[src/sv/assert_macros.svh]
// Assertion helpers for the design file that checks its own logic.
`ifndef ASSERT_MACROS_SVH
`define ASSERT_MACROS_SVH

// The consequent must hold in the same cycle as the antecedent.
`define ASSERT_SAME(label, clk, rst, ante, cons) \
   label: assert property (@(posedge clk) disable iff (rst) (ante) |-> (cons)) \
      else $error("assertion failed");

// The consequent must hold in the cycle after the antecedent.
`define ASSERT_NEXT(label, clk, rst, ante, cons) \
   label: assert property (@(posedge clk) disable iff (rst) (ante) |=> (cons)) \
      else $error("assertion failed");

`endif

[src/sv/tks_pkg.sv]
package tks_pkg;

   localparam int NUM_FIELDS = 5;
   localparam int WORD_W     = 32;
   localparam int CFG_W      = 21;
   localparam int CSR_IDX_W  = 1;
   localparam int SAT_W      = 36;

   localparam logic [CSR_IDX_W-1:0] CSR_PROCESS_NOISE     = 1'd0;
   localparam logic [CSR_IDX_W-1:0] CSR_MEASUREMENT_NOISE = 1'd1;

   localparam logic [CFG_W-1:0] PROCESS_NOISE_RESET     = 21'd262;
   localparam logic [CFG_W-1:0] MEASUREMENT_NOISE_RESET = 21'd32768;

   typedef struct packed {
      logic signed [WORD_W-1:0] delta_x;
      logic signed [WORD_W-1:0] delta_y;
      logic signed [WORD_W-1:0] delta_angle;
      logic signed [WORD_W-1:0] scale_x;
      logic signed [WORD_W-1:0] scale_y;
   } req_word_type;

   typedef struct packed {
      logic signed [WORD_W-1:0] smooth_x;
      logic signed [WORD_W-1:0] smooth_y;
      logic signed [WORD_W-1:0] smooth_angle;
      logic signed [WORD_W-1:0] smooth_scale_x;
      logic signed [WORD_W-1:0] smooth_scale_y;
   } rsp_word_type;

   typedef struct packed {
      logic [CSR_IDX_W-1:0] reg_index;
      logic [CFG_W-1:0]     reg_data;
   } csr_word_type;

   typedef logic signed [WORD_W-1:0] field_arr_type [NUM_FIELDS];

   function automatic field_arr_type to_fields(input req_word_type w);
      field_arr_type f;
      f[0] = w.delta_x;
      f[1] = w.delta_y;
      f[2] = w.delta_angle;
      f[3] = w.scale_x;
      f[4] = w.scale_y;
      return f;
   endfunction

   function automatic rsp_word_type from_fields(input field_arr_type f);
      rsp_word_type w;
      w.smooth_x       = f[0];
      w.smooth_y       = f[1];
      w.smooth_angle   = f[2];
      w.smooth_scale_x = f[3];
      w.smooth_scale_y = f[4];
      return w;
   endfunction

   // Clamp a wide signed value to the 32 bit signed range.
   function automatic logic signed [WORD_W-1:0] sat32(input logic signed [SAT_W-1:0] x);
      logic signed [SAT_W-1:0] hi;
      logic signed [SAT_W-1:0] lo;
      hi = SAT_W'(32'sh7FFF_FFFF);
      lo = -hi - SAT_W'(1);
      if (x > hi) begin
         return 32'sh7FFF_FFFF;
      end else if (x < lo) begin
         return 32'sh8000_0000;
      end
      return x[WORD_W-1:0];
   endfunction

endpackage

[src/sv/tks_stream_if.sv]
interface tks_stream_if #(parameter type word_type = logic);
   logic     valid;
   logic     ready;
   word_type word;

   modport source (output valid, output word, input ready);
   modport sink (input valid, input word, output ready);
endinterface

[src/sv/trajectory_kalman_smoother.sv]
// Trajectory smoother for video stabilization: each input word carries one frame's motion
// (translation x and y, angle, scale x and y, signed with FRAC_BITS fraction bits); every
// channel keeps a saturating trajectory sum and a scalar Kalman estimate of it, and the result
// word gives delta + estimate - sum per channel, saturated. Channels run one after another
// through one shared restoring divider for the gain and one pair of shift-add multipliers,
// each retiring one bit per cycle. Each active channel (CHANNELS, capped at five) passes
// through the sum, divide, prepare, multiply and write states in turn; the result then
// waits in the done state while the previous result still blocks the output register. The
// very first frame after reset skips the filter, going from the sum state to the write state.
// A new word is taken while the previous result still waits in the output register. Channels
// beyond the fifth are ignored and result fields of unused channels are zero.
`include "assert_macros.svh"

module trajectory_kalman_smoother
   import tks_pkg::*;
#(
   parameter int FRAC_BITS = 16,
   parameter int CHANNELS  = 5
) (
   input logic         clock,
   input logic         reset,
   tks_stream_if.sink   req_bus,
   tks_stream_if.source rsp_bus,
   tks_stream_if.sink   csr_bus
);

   localparam int NUM_ACT = (CHANNELS < NUM_FIELDS) ? CHANNELS : NUM_FIELDS;
   localparam int CH_W    = (NUM_ACT > 1) ? $clog2(NUM_ACT) : 1;
   localparam int GAIN_W  = FRAC_BITS + 1;
   localparam int BIT_W   = $clog2(FRAC_BITS + 1);
   localparam int P_W     = WORD_W;
   localparam int DEN_W   = P_W + 2;
   localparam int REM_W   = DEN_W + 1;
   localparam int DIFF_W  = WORD_W + 1;
   localparam int ACCE_W  = SAT_W;
   localparam int ACCV_W  = P_W + 2;

   localparam logic [GAIN_W-1:0] ONE       = {1'b1, {FRAC_BITS{1'b0}}};
   localparam logic [WORD_W-1:0] VAR_RESET = WORD_W'(1) << FRAC_BITS;

   localparam logic [2:0] ST_IDLE  = 3'd0;
   localparam logic [2:0] ST_SUM   = 3'd1;
   localparam logic [2:0] ST_DIV   = 3'd2;
   localparam logic [2:0] ST_PREP  = 3'd3;
   localparam logic [2:0] ST_MUL   = 3'd4;
   localparam logic [2:0] ST_WRITE = 3'd5;
   localparam logic [2:0] ST_DONE  = 3'd6;

   logic [2:0]               state_ff, state_in;
   logic [CH_W-1:0]          ch_ff, ch_in;
   logic [BIT_W-1:0]         bit_ff, bit_in;
   logic                     first_ff, first_in;
   logic [CFG_W-1:0]         q_noise_ff, q_noise_in;
   logic [CFG_W-1:0]         r_noise_ff, r_noise_in;

   logic signed [WORD_W-1:0] ts_ff [NUM_ACT];
   logic signed [WORD_W-1:0] ts_in [NUM_ACT];
   logic signed [WORD_W-1:0] est_ff [NUM_ACT];
   logic signed [WORD_W-1:0] est_in [NUM_ACT];
   logic [WORD_W-1:0]        ev_ff [NUM_ACT];
   logic [WORD_W-1:0]        ev_in [NUM_ACT];
   logic signed [WORD_W-1:0] dl_ff [NUM_ACT];
   logic signed [WORD_W-1:0] dl_in [NUM_ACT];
   logic signed [WORD_W-1:0] os_ff [NUM_ACT];
   logic signed [WORD_W-1:0] os_in [NUM_ACT];

   logic signed [WORD_W-1:0] sum_ff, sum_in;
   logic [P_W-1:0]           p_ff, p_in;
   logic [DEN_W-1:0]         den_ff, den_in;
   logic [REM_W-1:0]         rem_ff, rem_in;
   logic [GAIN_W-1:0]        quo_ff, quo_in;
   logic [GAIN_W-1:0]        g_ff, g_in;
   logic [GAIN_W-1:0]        h_ff, h_in;
   logic signed [DIFF_W-1:0] diff_ff, diff_in;
   logic signed [ACCE_W-1:0] acce_ff, acce_in;
   logic [ACCV_W-1:0]        accv_ff, accv_in;

   logic                     rsp_valid_ff, rsp_valid_in;
   rsp_word_type             rsp_word_ff, rsp_word_in;

   field_arr_type            req_fields;
   field_arr_type            rsp_fields;

   logic signed [SAT_W-1:0]  sum_wide;
   logic [P_W:0]             p_wide;
   logic                     div_ge;
   logic [REM_W-1:0]         rem_sub;
   logic [GAIN_W-1:0]        gain;
   logic                     bit_last;
   logic signed [ACCE_W-1:0] mul_e;
   logic [ACCV_W-1:0]        mul_v;
   logic signed [WORD_W-1:0] est_new;
   logic [WORD_W-1:0]        ev_new;
   logic signed [WORD_W-1:0] out_new;

   assign req_bus.ready = (state_ff == ST_IDLE);
   assign csr_bus.ready = 1'b1;
   assign rsp_bus.valid = rsp_valid_ff;
   assign rsp_bus.word  = rsp_word_ff;

   assign req_fields = to_fields(req_bus.word);
   assign bit_last   = (bit_ff == BIT_W'(FRAC_BITS));

   always_comb begin
      rsp_fields = '{default: '0};
      for (int c = 0; c < NUM_ACT; c++) begin
         rsp_fields[c] = os_ff[c];
      end
   end

   always_comb begin
      sum_wide = SAT_W'(ts_ff[0]) + SAT_W'(dl_ff[0]);
      p_wide   = {1'b0, ev_ff[0]} + (P_W + 1)'(q_noise_ff);
      div_ge   = (rem_ff >= {1'b0, den_ff});
      rem_sub  = div_ge ? (rem_ff - {1'b0, den_ff}) : rem_ff;
      gain     = (den_ff == '0) ? '0 : quo_ff;
      mul_e    = acce_ff + (g_ff[0] ? ACCE_W'(diff_ff) : '0);
      mul_v    = accv_ff + (h_ff[0] ? {2'b00, p_ff} : '0);
      est_new  = first_ff ? est_ff[0] : sat32(SAT_W'(est_ff[0]) + acce_ff);
      ev_new   = first_ff ? ev_ff[0] : accv_ff[WORD_W-1:0];
      out_new  = sat32(SAT_W'(dl_ff[0]) + SAT_W'(est_new) - SAT_W'(sum_ff));
   end

   always_comb begin
      state_in     = state_ff;
      ch_in        = ch_ff;
      bit_in       = bit_ff;
      first_in     = first_ff;
      q_noise_in   = q_noise_ff;
      r_noise_in   = r_noise_ff;
      ts_in        = ts_ff;
      est_in       = est_ff;
      ev_in        = ev_ff;
      dl_in        = dl_ff;
      os_in        = os_ff;
      sum_in       = sum_ff;
      p_in         = p_ff;
      den_in       = den_ff;
      rem_in       = rem_ff;
      quo_in       = quo_ff;
      g_in         = g_ff;
      h_in         = h_ff;
      diff_in      = diff_ff;
      acce_in      = acce_ff;
      accv_in      = accv_ff;
      rsp_valid_in = rsp_valid_ff;
      rsp_word_in  = rsp_word_ff;

      if (csr_bus.valid) begin
         unique case (csr_bus.word.reg_index)
            CSR_PROCESS_NOISE:     q_noise_in = csr_bus.word.reg_data;
            CSR_MEASUREMENT_NOISE: r_noise_in = csr_bus.word.reg_data;
            default:               q_noise_in = q_noise_ff;
         endcase
      end

      if (rsp_valid_ff && rsp_bus.ready) begin
         rsp_valid_in = 1'b0;
      end

      unique case (state_ff)
         ST_IDLE: begin
            if (req_bus.valid) begin
               for (int c = 0; c < NUM_ACT; c++) begin
                  dl_in[c] = req_fields[c];
               end
               ch_in    = '0;
               state_in = ST_SUM;
            end
         end
         ST_SUM: begin
            sum_in   = sat32(sum_wide);
            p_in     = p_wide[P_W] ? '1 : p_wide[P_W-1:0];
            den_in   = DEN_W'(p_in) + DEN_W'(r_noise_ff);
            rem_in   = REM_W'(p_in);
            quo_in   = '0;
            bit_in   = '0;
            state_in = first_ff ? ST_WRITE : ST_DIV;
         end
         ST_DIV: begin
            quo_in = {quo_ff[GAIN_W-2:0], div_ge};
            rem_in = {rem_sub[REM_W-2:0], 1'b0};
            bit_in = bit_ff + BIT_W'(1);
            if (bit_last) begin
               state_in = ST_PREP;
            end
         end
         ST_PREP: begin
            g_in     = gain;
            h_in     = ONE - gain;
            diff_in  = DIFF_W'(sum_ff) - DIFF_W'(est_ff[0]);
            acce_in  = '0;
            accv_in  = '0;
            bit_in   = '0;
            state_in = ST_MUL;
         end
         ST_MUL: begin
            acce_in = bit_last ? mul_e : (mul_e >>> 1);
            accv_in = bit_last ? mul_v : (mul_v >> 1);
            g_in    = g_ff >> 1;
            h_in    = h_ff >> 1;
            bit_in  = bit_ff + BIT_W'(1);
            if (bit_last) begin
               state_in = ST_WRITE;
            end
         end
         ST_WRITE: begin
            for (int c = 0; c < NUM_ACT - 1; c++) begin
               ts_in[c]  = ts_ff[c+1];
               est_in[c] = est_ff[c+1];
               ev_in[c]  = ev_ff[c+1];
               dl_in[c]  = dl_ff[c+1];
               os_in[c]  = os_ff[c+1];
            end
            ts_in[NUM_ACT-1]  = sum_ff;
            est_in[NUM_ACT-1] = est_new;
            ev_in[NUM_ACT-1]  = ev_new;
            dl_in[NUM_ACT-1]  = dl_ff[0];
            os_in[NUM_ACT-1]  = out_new;
            if (ch_ff == CH_W'(NUM_ACT - 1)) begin
               first_in = 1'b0;
               state_in = ST_DONE;
            end else begin
               ch_in    = ch_ff + CH_W'(1);
               state_in = ST_SUM;
            end
         end
         ST_DONE: begin
            if (!rsp_valid_ff || rsp_bus.ready) begin
               rsp_valid_in = 1'b1;
               rsp_word_in  = from_fields(rsp_fields);
               state_in     = ST_IDLE;
            end
         end
         default: state_in = ST_IDLE;
      endcase
   end

   always_ff @(posedge clock) begin
      if (reset) begin
         state_ff     <= ST_IDLE;
         ch_ff        <= '0;
         bit_ff       <= '0;
         first_ff     <= 1'b1;
         q_noise_ff   <= PROCESS_NOISE_RESET;
         r_noise_ff   <= MEASUREMENT_NOISE_RESET;
         ts_ff        <= '{default: '0};
         est_ff       <= '{default: '0};
         ev_ff        <= '{default: VAR_RESET};
         rsp_valid_ff <= 1'b0;
      end else begin
         state_ff     <= state_in;
         ch_ff        <= ch_in;
         bit_ff       <= bit_in;
         first_ff     <= first_in;
         q_noise_ff   <= q_noise_in;
         r_noise_ff   <= r_noise_in;
         ts_ff        <= ts_in;
         est_ff       <= est_in;
         ev_ff        <= ev_in;
         rsp_valid_ff <= rsp_valid_in;
      end
   end

   always_ff @(posedge clock) begin
      dl_ff       <= dl_in;
      os_ff       <= os_in;
      sum_ff      <= sum_in;
      p_ff        <= p_in;
      den_ff      <= den_in;
      rem_ff      <= rem_in;
      quo_ff      <= quo_in;
      g_ff        <= g_in;
      h_ff        <= h_in;
      diff_ff     <= diff_in;
      acce_ff     <= acce_in;
      accv_ff     <= accv_in;
      rsp_word_ff <= rsp_word_in;
   end

   `ASSERT_SAME(a_rsp_from_done, clock, reset, $rose(rsp_valid_ff), $past(state_ff) == ST_DONE)
   `ASSERT_SAME(a_bit_range, clock, reset, (state_ff == ST_DIV) || (state_ff == ST_MUL), bit_ff <= BIT_W'(FRAC_BITS))
   `ASSERT_SAME(a_gain_bound, clock, reset, (state_ff == ST_MUL) && (bit_ff == '0), (g_ff <= ONE) && (h_ff == ONE - g_ff))
   `ASSERT_SAME(a_var_shrinks, clock, reset, (state_ff == ST_WRITE) && !first_ff, accv_ff <= {2'b00, p_ff})

endmodule

[src/flat_wrapper.sv]
// flat-port wrapper written by rule: the top's interface ports become plain ports
module trajectory_kalman_smoother_flat import tks_pkg::*;
#(
   parameter int FRAC_BITS = 16,
   parameter int CHANNELS  = 5
)
  (clock, reset, req_bus_valid, req_bus_word, req_bus_ready, rsp_bus_valid, rsp_bus_word, rsp_bus_ready, csr_bus_valid, csr_bus_word, csr_bus_ready);
  tks_stream_if #(.word_type(req_word_type)) req_bus_i ();
  tks_stream_if #(.word_type(rsp_word_type)) rsp_bus_i ();
  tks_stream_if #(.word_type(csr_word_type)) csr_bus_i ();
  input logic clock;
  input logic reset;
  input wire logic [$bits(req_bus_i.valid)-1:0] req_bus_valid;
  input wire logic [$bits(req_bus_i.word)-1:0] req_bus_word;
  output wire logic [$bits(req_bus_i.ready)-1:0] req_bus_ready;
  output wire logic [$bits(rsp_bus_i.valid)-1:0] rsp_bus_valid;
  output wire logic [$bits(rsp_bus_i.word)-1:0] rsp_bus_word;
  input wire logic [$bits(rsp_bus_i.ready)-1:0] rsp_bus_ready;
  input wire logic [$bits(csr_bus_i.valid)-1:0] csr_bus_valid;
  input wire logic [$bits(csr_bus_i.word)-1:0] csr_bus_word;
  output wire logic [$bits(csr_bus_i.ready)-1:0] csr_bus_ready;
  assign req_bus_i.valid = req_bus_valid;
  assign req_bus_i.word = req_bus_word;
  assign req_bus_ready = req_bus_i.ready;
  assign rsp_bus_valid = rsp_bus_i.valid;
  assign rsp_bus_word = rsp_bus_i.word;
  assign rsp_bus_i.ready = rsp_bus_ready;
  assign csr_bus_i.valid = csr_bus_valid;
  assign csr_bus_i.word = csr_bus_word;
  assign csr_bus_ready = csr_bus_i.ready;
  trajectory_kalman_smoother #(.FRAC_BITS(FRAC_BITS), .CHANNELS(CHANNELS)) u_core (.clock(clock), .reset(reset), .req_bus(req_bus_i), .rsp_bus(rsp_bus_i), .csr_bus(csr_bus_i));
endmodule
[config.mk]
export PLATFORM = sky130hd
export DESIGN_NAME = trajectory_kalman_smoother_flat
export DESIGN_NICKNAME = d
export VERILOG_FILES = /design/src/sv/tks_pkg.sv /design/src/sv/tks_stream_if.sv /design/src/sv/trajectory_kalman_smoother.sv /design/src/flat_wrapper.sv
export VERILOG_INCLUDE_DIRS = /design/src /design/src/sv
export SDC_FILE = /design/constraint.sdc
export NUM_CORES = 2
export LEC_CHECK = 0
export ABC_AREA = 1
export BUFFER_PORTS_ARGS = -buffer_cell sky130_fd_sc_hd__buf_4
export CORE_MARGIN = 4
export CORE_UTILIZATION = 52
export DETAILED_ROUTE_END_ITERATION = 16
export HOLD_SLACK_MARGIN = 0.05
export PLACE_DENSITY = 0.7
export SYNTH_ARGS = -nofsm -noshare
export SYNTH_HDL_FRONTEND = slang
export SYNTH_SLANG_ARGS = --single-unit
[constraint.sdc]
create_clock -name clock -period 19.8 [get_ports clock]
set_clock_uncertainty 0.2 [all_clocks]
set_input_delay 0.99 -clock clock [delete_from_list [all_inputs] [get_ports clock]]
set_output_delay 0.99 -clock clock [all_outputs]
set_load 0.01 [all_outputs]
==> metrics <==
CP Class=register to register; number of I/O port buffers=348; HPWL after detailed placement=131000 µm; overall track demand over capacity in global routing=26.8%; total number of nets in the final design=8218; buffer type at the clock tree root=clkbuf_16; type of element launching the critical path=register; post-CTS repair timing setup buffer count=0; ys async rst share=0%; number of hold-repair buffers added at the cts stage=0; slew of the pin with the lowest slew margin=1.20 ns; data required time of the worst path=20.08 ns; die area=0.130 mm²; arrival time at the worst endpoint=7.13 ns; portion of the post-synthesis area used by sequential elements=52.3%; worst hold slack after final layout=0.217 ns; slowest stage cell on the critical path=o21bai_4; count of endpoints failing hold in the final timing report=0; setup tns final=0 ns; Routed Antenna Nets=0; total grt overflow=0; Placement Cell Area=0.0683 mm²; number of flip-flops and latches in the synthesized netlist=1301; most repeated library cell on the critical path=nand2_1; reported max-cap violation count=0; CTS HTree Levels=4; maximum clock frequency=0.146 GHz; commonest register cell after synthesis=edfxtp_1; starting density of the core=52.6%; WL final=179000 µm; Die Span X=360 µm; most used cells in the layout excluding fill and tap cells=nand2_1 (1714), nor2_1 (1122), edfxtp_1 (766); most common cell after layout, fill and taps aside=nand2_1; nature of the critical path endpoint=register; final standard cell area without fillers=0.0728 mm²; area of the mapped netlist=0.0644 mm²; largest buffer count on any clock path=3; final setup fails=0; area grow syn2layout=13.0%; vias in the first global route=48032; clock sink total=1301; Final Max Tran Viols=0; antenna violations before repair=7; DRT Pass-1 Iters=6; power per cell area=141 mW/mm²; quantity of gates resized following cts=0; clock network latency to the later pin of the worst-skew pair=0.77 ns; class of the tightest hold or removal check=register to register; share of layout cells above drive strength 1=8.96%; average routed wire per standard cell=18.9 µm; largest net degree at the start of global routing=290; final routed DRC violation total=0; number of vias in the routed layout=51957; Placement Rows=128; setup repair after global routing missed its margin=no; average footprint of a synthesized cell=8.62 µm²; number of I/O pins=350; worst path buffer plus inverter count=4; Clk pin slew, worst setup/hold paths=0.06 ns; run status=finished, final reports clean; core footprint=0.123 mm²; number of DRC markers after the initial detailed-route iteration=5809; register-to-register path setup slack=12.95 ns; Synth Instances=7474; Worst IR Drop VDD=0.000118 V; count of flip-flops with a built-in enable after synthesis=766; CTS tree=done; number of CTS-inserted buffers=139; worst-path fanout max=31; total nets after synthesis=7981; clock period minus worst slack=6.85 ns; height of the die=360 µm; largest stage delay on the critical path=0.64 ns; leakage component of the power=32.8 nW; wire length of the first global-routing pass=276000 µm; routed via count divided by cell count=5.50; yosys synthesis warning count=0; final estimated routing congestion in global placement=0.941; crit share post-route=34.6%; cell class contributing the biggest share of worst-path delay=simple AND/OR/NAND/NOR gates; Netlist cell types=67; max_slew headroom=20.1%
[state kept, by name, indices dropped and copies added (netlist names), 21 cells and up]
name,flops
u_core.est_ff,160
u_core.den_ff,33
u_core.diff_ff,33
u_core.dl_ff,160
u_core.accv_ff,34
u_core.ev_ff,160
u_core.r_noise_ff,21
u_core.acce_ff,36
u_core.q_noise_ff,21
u_core.p_ff,32
u_core.ts_ff,160
u_core.sum_ff,32
u_core.os_ff,160
u_core.rsp_bus.word,160
u_core.rem_ff,35
[Yosys cell counts (17+ instances only)]
| cell | number | area, µm² |
|---|---|---|
| xnor2_1 | 100 | 876 |
| dfxtp_1 | 535 | 10700 |
| o22ai_1 | 36 | 225 |
| nand4_1 | 44 | 275 |
| ha_1 | 280 | 3500 |
| o21ai_0 | 722 | 3610 |
| o21bai_1 | 20 | 150 |
| nor2_1 | 1126 | 4230 |
| edfxtp_1 | 766 | 23000 |
| nand3_1 | 225 | 1130 |
| a21o_1 | 22 | 165 |
| xor2_1 | 114 | 998 |
| a21oi_1 | 442 | 2210 |
| a31oi_1 | 61 | 382 |
| o211ai_1 | 35 | 263 |
| nor4_1 | 22 | 138 |
| nand2_1 | 1716 | 6440 |
| inv_1 | 639 | 2400 |
| o21a_1 | 17 | 128 |
| nor3_1 | 46 | 230 |
| or2_2 | 44 | 275 |
| fa_1 | 40 | 801 |
| clkbuf_1 | 252 | 946 |
| o21ai_1 | 17 | 85.1 |
[layer usage]
metal / vias to the layer above / GRT usage (%) / part of all wire (%)
met3: 197 / 4.00 / 7.4
met2: 1693 / 38.8 / 42
li1: 25409 / - / -
met5: - / 0 / 0
met4: 0 / 5.35 / 1.5
met1: 24658 / 42.4 / 49
[worst paths after layout]
check        depth (start not counted)                                  to                             from
max                                 34          u_core.os_ff[16]$_DFFE_PP_  u_core.acce_ff[0]$_SDFFCE_PN0P_
min                                  0  u_core.rsp_bus.word[148]$_DFFE_PP_      u_core.os_ff[148]$_DFFE_PP_
max reg2reg                         34          u_core.os_ff[16]$_DFFE_PP_  u_core.acce_ff[0]$_SDFFCE_PN0P_
min reg2reg                          0  u_core.rsp_bus.word[148]$_DFFE_PP_      u_core.os_ff[148]$_DFFE_PP_
[worst reg2reg max path: cells and delay by family, from the launching register on]
kind | cells | cell delay (ns)
flip-flops | 1 | 0.36
AND/OR/NAND/NOR | 22 | 2.82
adder cells (fa/ha/maj) | 4 | 1.59
AO/OA/AOI/OAI | 4 | 1.27
buffers and inverters | 4 | 0.34
[cell type report]
cell class	instances	area, µm²
Fill cell	10789	49700
Sequential cell	1301	33700
Multi-Input combinational cell	5241	27200
Clock buffer	192	3960
Timing Repair Buffer	385	2940
Inverter	643	2430
Tap cell	1625	2030
Clock inverter	60	599
Antenna cell	4	10.0
[kinds of logic (layout without fill, tap and decap cells)]
group           after synthesis  in the layout  share of synthesized area, %
other cells                   1              5                       0.00582
buf+inv                     932           1280                          5.68
fa+ha+maj                   320            320                          6.68
compound gates             1433           1433                          12.1
flops                      1301           1301                          52.3
simple gates               3272           3272                          20.3
xor+xnor                    215            215                          2.93
[power breakdown]
part	internal, mW	leakage [nW]	total (mW)	switching, mW
Clock	1.49	2.23	2.59	1.10
Combinational	1.19	19.2	3.74	2.55
Sequential	3.58	11.4	3.91	0.335
[metrics by stage]
stage | util [%] | power [mW] | setup WS (ns) | cells
after floorplan | - | 6.55 | 2.47 | 7474
after global placement | 55.7 | 7.59 | 13.11 | 9195
after detailed placement | 55.7 | 7.63 | 13.00 | 9195
after CTS | 59.4 | 10.2 | 12.99 | 9447
after global routing | 59.4 | 10.9 | 12.38 | 9447
final | 59.4 | 10.2 | 12.95 | 9451
(Power assumes the default switching activity.)
